File: config.mk
export PLATFORM = sky130hd
export DESIGN_NAME = bpd_cell
export DESIGN_NICKNAME = d
export VERILOG_FILES = /design/src/bpd_pkg.sv /design/src/bpd_cell.sv
export SDC_FILE = /design/constraint.sdc
export NUM_CORES = 2
export LEC_CHECK = 0
export BUFFER_PORTS_ARGS = -buffer_cell sky130_fd_sc_hd__buf_4
export CORE_AREA = 2 2 643 645
export CTS_CLUSTER_SIZE = 20
export DETAILED_ROUTE_END_ITERATION = 10
export DIE_AREA = 0 0 645 647
export PLACE_DENSITY = 0.43
export SLEW_MARGIN = 20
export SYNTH_ARGS = -nofsm -noshare
export SYNTH_HDL_FRONTEND = slang
export SYNTH_SLANG_ARGS = --single-unit
File: constraint.sdc
create_clock -name clk -period 7 [get_ports clk]
set_input_delay 0.35 -clock clk [delete_from_list [all_inputs] [get_ports clk]]
set_output_delay 0.35 -clock clk [all_outputs]
set_load 0.02 [all_outputs]
File: src/bpd_pkg.sv
// Shared types, constants and arithmetic helpers for the body pose difference pipeline.
package bpd_pkg;

  localparam int VEC_BITS   = 21;
  localparam int QUAT_BITS  = 16;
  localparam int CORDIC_N   = 27;
  localparam int ISQ_STEPS  = 32;
  localparam int NCELL      = 32;
  localparam logic [15:0] ANGLE_MAX = 16'd46080;
  localparam logic [21:0] DIST_MAX  = 22'h3FFFFF;

  typedef enum logic [2:0] {
    KIND_EQUAL   = 3'd0,
    KIND_CHANGED = 3'd1,
    KIND_ONLY_A  = 3'd2,
    KIND_ONLY_B  = 3'd3,
    KIND_NONE    = 3'd4
  } kind_t;

  typedef struct packed {
    logic [63:0] body_id;
    logic [1:0]  flags_a;
    logic [1:0]  flags_b;
    logic [62:0] pos_a;
    logic [62:0] pos_b;
    logic [62:0] linvel_a;
    logic [62:0] linvel_b;
    logic [62:0] angvel_a;
    logic [62:0] angvel_b;
    logic [63:0] quat_a;
    logic [63:0] quat_b;
  } in_beat_t;

  typedef struct packed {
    logic [63:0] result_id;
    logic [2:0]  change_kind;
    logic [21:0] position_distance;
    logic [21:0] height_delta;
    logic [21:0] vertical_speed_delta;
    logic [21:0] velocity_distance;
    logic [15:0] angle_degrees;
    logic        sleep_changed;
  } out_beat_t;

  typedef struct packed {
    logic [63:0] val;
    logic [63:0] rem;
    logic [31:0] root;
  } isq_t;

  typedef struct packed {
    logic [63:0] body_id;
    kind_t       kind;
    logic        both;
    logic        any_diff;
    logic        sleep_chg;
    logic        quat_zero;
    logic        s2_zero;
    logic [21:0] hd;
    logic [21:0] vd;
    isq_t        sp;
    isq_t        sv;
    isq_t        s2;
    logic [63:0] c;
    logic signed [63:0] xs;
    logic signed [63:0] ys;
    logic signed [31:0] z;
  } cell_t;

  function automatic logic [31:0] atan_lut(input logic [4:0] i);
    case (i)
      5'd0: atan_lut = 32'd47185920;  5'd1: atan_lut = 32'd27855475;
      5'd2: atan_lut = 32'd14718068;  5'd3: atan_lut = 32'd7471121;
      5'd4: atan_lut = 32'd3750058;   5'd5: atan_lut = 32'd1876857;
      5'd6: atan_lut = 32'd938658;    5'd7: atan_lut = 32'd469357;
      5'd8: atan_lut = 32'd234682;    5'd9: atan_lut = 32'd117342;
      5'd10: atan_lut = 32'd58671;    5'd11: atan_lut = 32'd29335;
      5'd12: atan_lut = 32'd14668;    5'd13: atan_lut = 32'd7334;
      5'd14: atan_lut = 32'd3667;     5'd15: atan_lut = 32'd1833;
      5'd16: atan_lut = 32'd917;      5'd17: atan_lut = 32'd458;
      5'd18: atan_lut = 32'd229;      5'd19: atan_lut = 32'd115;
      5'd20: atan_lut = 32'd57;       5'd21: atan_lut = 32'd29;
      5'd22: atan_lut = 32'd14;       5'd23: atan_lut = 32'd7;
      5'd24: atan_lut = 32'd4;        5'd25: atan_lut = 32'd2;
      5'd26: atan_lut = 32'd1;
      default: atan_lut = 32'd0;
    endcase
  endfunction

  function automatic logic [6:0] lead_zeros(input logic [63:0] v);
    logic [6:0] n;
    n = 7'd64;
    for (int i = 0; i < 64; i++) begin
      if (v[i]) n = 7'(63 - i);
    end
    return n;
  endfunction

  function automatic isq_t isq_step(input isq_t s);
    isq_t o;
    logic [65:0] trial;
    logic [65:0] rem2;
    o = s;
    rem2 = {s.rem, s.val[63:62]};
    trial = {32'd0, s.root, 2'b01};
    o.val = {s.val[61:0], 2'b00};
    if (rem2 >= trial) begin
      o.rem = 64'(rem2 - trial);
      o.root = {s.root[30:0], 1'b1};
    end else begin
      o.rem = rem2[63:0];
      o.root = {s.root[30:0], 1'b0};
    end
    return o;
  endfunction

  function automatic logic [21:0] dist_sat(input isq_t s);
    logic [32:0] r;
    r = {1'b0, s.root} + {32'd0, (s.rem > {32'd0, s.root})};
    return (r > {11'd0, DIST_MAX}) ? DIST_MAX : r[21:0];
  endfunction

endpackage

File: src/bpd_cell.sv
// One cell of the chain: a square-root digit step or, past the root cells, a CORDIC rotation step.
module bpd_cell (
  input  logic           clk,
  input  logic           en,
  input  logic [5:0]     idx,
  input  bpd_pkg::cell_t d,
  output bpd_pkg::cell_t q
);
  import bpd_pkg::*;

  cell_t n;
  logic [4:0] ci;
  logic signed [63:0] ex, dy;

  always_comb begin
    n = d;
    ci = 5'(idx - 6'(ISQ_STEPS));
    ex = 64'sd0;
    dy = 64'sd0;
    if (idx < 6'(ISQ_STEPS)) begin
      n.sp = isq_step(d.sp);
      n.sv = isq_step(d.sv);
      n.s2 = isq_step(d.s2);
    end else begin
      ex = $signed(64'($unsigned(d.xs) >> ci));
      if (d.ys >= 0) begin
        dy = $signed(64'($unsigned(d.ys) >> ci));
        n.xs = d.xs + dy;
        n.ys = d.ys - ex;
        n.z = d.z + $signed(atan_lut(ci));
      end else begin
        dy = $signed(64'($unsigned(-d.ys) >> ci));
        n.xs = d.xs + dy;
        n.ys = d.ys + ex;
        n.z = d.z - $signed(atan_lut(ci));
      end
    end
  end

  always_ff @(posedge clk) begin
    if (en) q <= n;
  end
endmodule

==> reports/qor.csv <==
stage,metric,value,unit
cells_and_area,proportion of layout cells with a drive suffix above 1,36.33,%
grt,overflow left after global routing,0,
grt,number of antenna violations at the first check in global routing,172,
cells_and_area,post-layout utilization of the core,24.52,%
critical_path,Startpoint Class,input pin,
place,Post-Place Cells,13900,
power,share of total power consumed by net switching,37.29,%
cells_and_area,max FFs per register,820,
die,initial standard-cell utilization of the core,14.96,%
timing,maximum clock frequency,146.4,MHz
place,placer congestion estimate,0.9620,
logic_synthesis,synthesized cell area,61490,µm²
flow_run,max-cap violations,0,
clock_network,H-tree lvl count,3,
timing,final-report hold violation count,0,
grt,wire length of the first global-routing pass,597000,µm
die,number of placed I/O pins,1648,
logic_synthesis,number of enable-type register cells in the synthesized netlist,820,
grt,via count of the first global-routing pass,63760,
place,Placement Cell Area,87200,µm²
die,number of placement rows,236,
place,Post-DP HPWL,388200,µm
detailed_routing,TritonRoute pass-1 iters,8,
detailed_routing,iteration-0 DRC count of the detailed router,5930,
power,portion of total power attributed to the clock network,28.6,%
detailed_routing,Routed WL,463900,µm
hold_path,HP Class,in2reg,
timing,fin crit share,97.55,%
timing,Slew Limit Fails,0,
grt,maximum number of pins on one net before global-route repair,136,
critical_path,most frequent cell on the critical path,buf_4,
cells_and_area,number of nets in the final layout,10590,
logic_synthesis,Yosys cell types,99,
status,run status,completed,
detailed_routing,average wire per standard cell,30.72,µm
die,horizontal die dimension,645,µm
critical_path,maximum fanout count along the critical path,10,
detailed_routing,mean number of vias per cell,4.369,
critical_path,Crit Path Category,in2reg,
critical_path,Arrival @ worst endpoint,7.38,ns
cells_and_area,"commonest non-fill, non-tap cell in the layout",buf_4,
logic_synthesis,register area share after synthesis,40.05,%
power,"Power, Total",21.78,mW
critical_path,required time at the worst-slack endpoint,7.56,ns
logic_synthesis,number of standard cells after synthesis,6126,
timing,Worst Tran Pin Value,1.262,ns
critical_path,cell with the largest stage delay on the worst path,dlygate4sd3_1,
power,Int Pwr,13.65,mW
critical_path,critical path's largest stage delay,0.59,ns
power,leakage power total,41.86,nW
timing,setup violation total in the final timing report,0,
place,Buffers on Ports,1647,
clock_network,number of sinks on the clock net,820,
timing,relative max-transition margin,15.00,%
cells_and_area,non-filler cells in the finished layout,15100,
clock_network,clock buffer depth,4,
cells_and_area,Reg with most FFs,q,
clock_network,total CTS buffers,115,
cells_and_area,synth-to-layout area growth,63.94,%
cells_and_area,"final std cell area, no fill",100800,µm²
detailed_routing,# DRC,0,
die,Die Area,417300,µm²
logic_synthesis,Async SR Flop Fraction,0,%
cells_and_area,"commonest cells after routing, fill and taps aside","buf_4, dlygate4sd3_1, edfxtp_1",
power,reported net switching power,8.121,mW
grt,global routing usage summed across all routing layers,21.13,%
logic_synthesis,Yosys warnings,0,
logic_synthesis,primary flip-flop cell chosen by synthesis mapping,edfxtp_1,
power,register share of total power,29.2,%
critical_path,type of destination of the critical path,flop,
power,maximum vdd ir drop,0.2268,mV
clock_network,TritonCTS clock tree,done,
power,power per unit of standard cell area,216.0,nW/µm²
detailed_routing,total vias in the final route,65970,
clock_network,root buf cell,clkbuf_16,
cells_and_area,largest registers ranked by flip-flop count,q: 820 flops,
logic_synthesis,"FF+latch count, synth",820,
logic_synthesis,post-synthesis average cell area,10.04,µm²
timing,setup TNS after final layout,0,ns
detailed_routing,count of antenna-violating nets left after detailed routing,0,
die,Floorplan Core Area,411000,µm²
timing,post-layout minimum cycle time,6.828,ns
power,combinational power share,42.2,%
die,chip height,647,µm
logic_synthesis,Synthesized Nets,7231,
clock_network,clock transition at the register clock pins on the worst setup and hold paths after CTS,0.06,ns
## routing by layer
metal / GRT usage [%] / up-vias / wire length (µm)
met1: 23.57 / 32470 / 173000
met5: 0 / - / 451
met2: 35.72 / 2805 / 221000
met3: 5.051 / 775 / 31920
met4: 14.20 / 66 / 37550
li1: - / 29850 / -
## final timing paths
check,from,slack (ns),end,cells after the start
max,d[57],0.17,q[159]$_DFFE_PP_,31
min,d[395],0.08,q[395]$_DFFE_PP_,3
## cell families after synthesis
kind of cell               Yosys count  share of synthesized area [%]
AOI/OAI and AO/OA                 1651                          16.88
xor gates and xnor gates           447                          6.367
adders and majority gates          277                          5.673
buffers and inverters              568                          3.695
DFF                                820                          40.05
muxes                              725                          14.70
and+or+nand+nor                   1638                          12.64
## cell usage after synthesis (all sizes together) (29+ instances only)
cell type  count  area [µm²]
edfxtp       820       24620
nand2        596        2237
o21ai        461        2307
a21oi        433        2171
mux2         432        4865
nor2         383        1448
ha           274        3428
clkbuf       251       942.2
xnor2        245        2146
inv          213       799.5
xor2         202        1769
mux2i        195        1964
a21o         181        1359
buf          103       526.8
nand3        101       515.5
mux4          98        2207
nor3          91       455.4
nand4         70       444.2
a211oi        69       523.0
nand2b        57       356.6
or3           57       361.6
a31oi         56       350.3
o31ai         56       450.4
o21a          54       405.4
nor2b         47       294.0
and2          45       281.5
o22ai         44       275.3
nor4          42       277.8
and3          40       250.2
o21bai        38       285.3
o211ai        29       217.7
or4           29       221.5
## final cells by class
class	count	area, µm²
fillers	44860	310200
multi-input cells	4738	34910
repair buffers	3591	29640
flip-flops and latches	820	24620
well taps	5474	6849
clock buffers	120	2918
clock inverters	86	903.4
inverters	214	813.3
diodes	57	142.6
## critical path: cells and delay by family
| kind | cells | cell delay, ns |
|---|---|---|
| adders and majority gates | 1 | 0.37 |
| and+or+nand+nor | 5 | 1.42 |
| xor gates and xnor gates | 2 | 0.36 |
| muxes | 2 | 0.51 |
| buffers and inverters | 9 | 1.96 |
| AOI/OAI and AO/OA | 12 | 2.41 |
## metrics by stage
stage / hold WS [ns] / worst slack, ns
3_3_place_gp: 0.5283 / -0.9908
2_1_floorplan: 0.4489 / -0.02121
3_5_place_dp: 0.5296 / -0.9911
4_1_cts: 0.0002559 / 0.01950
5_1_grt: 0.01912 / -0.04639
6_report: 0.07726 / 0.1716
## what timing repair did
item,CTS,global route
setup endpoints to repair,2,33
endpoints found under the hold margin,801,0
hold buffers,938,0
buffers inserted,0,4
gates resized for setup,1,51
pin swaps,0,8
## power groups by stage
stage	Sequential [mW]	Combinational [mW]	Clock [mW]
finish	6.36	9.19	6.22
global placement	6.42	8.57	0
detailed placement	6.42	8.51	0
global route	6.40	9.71	6.55
floorplan	7.06	3.19	0
CTS	6.33	9.17	6.43
Note: power is estimated with default switching activity, not from simulation.
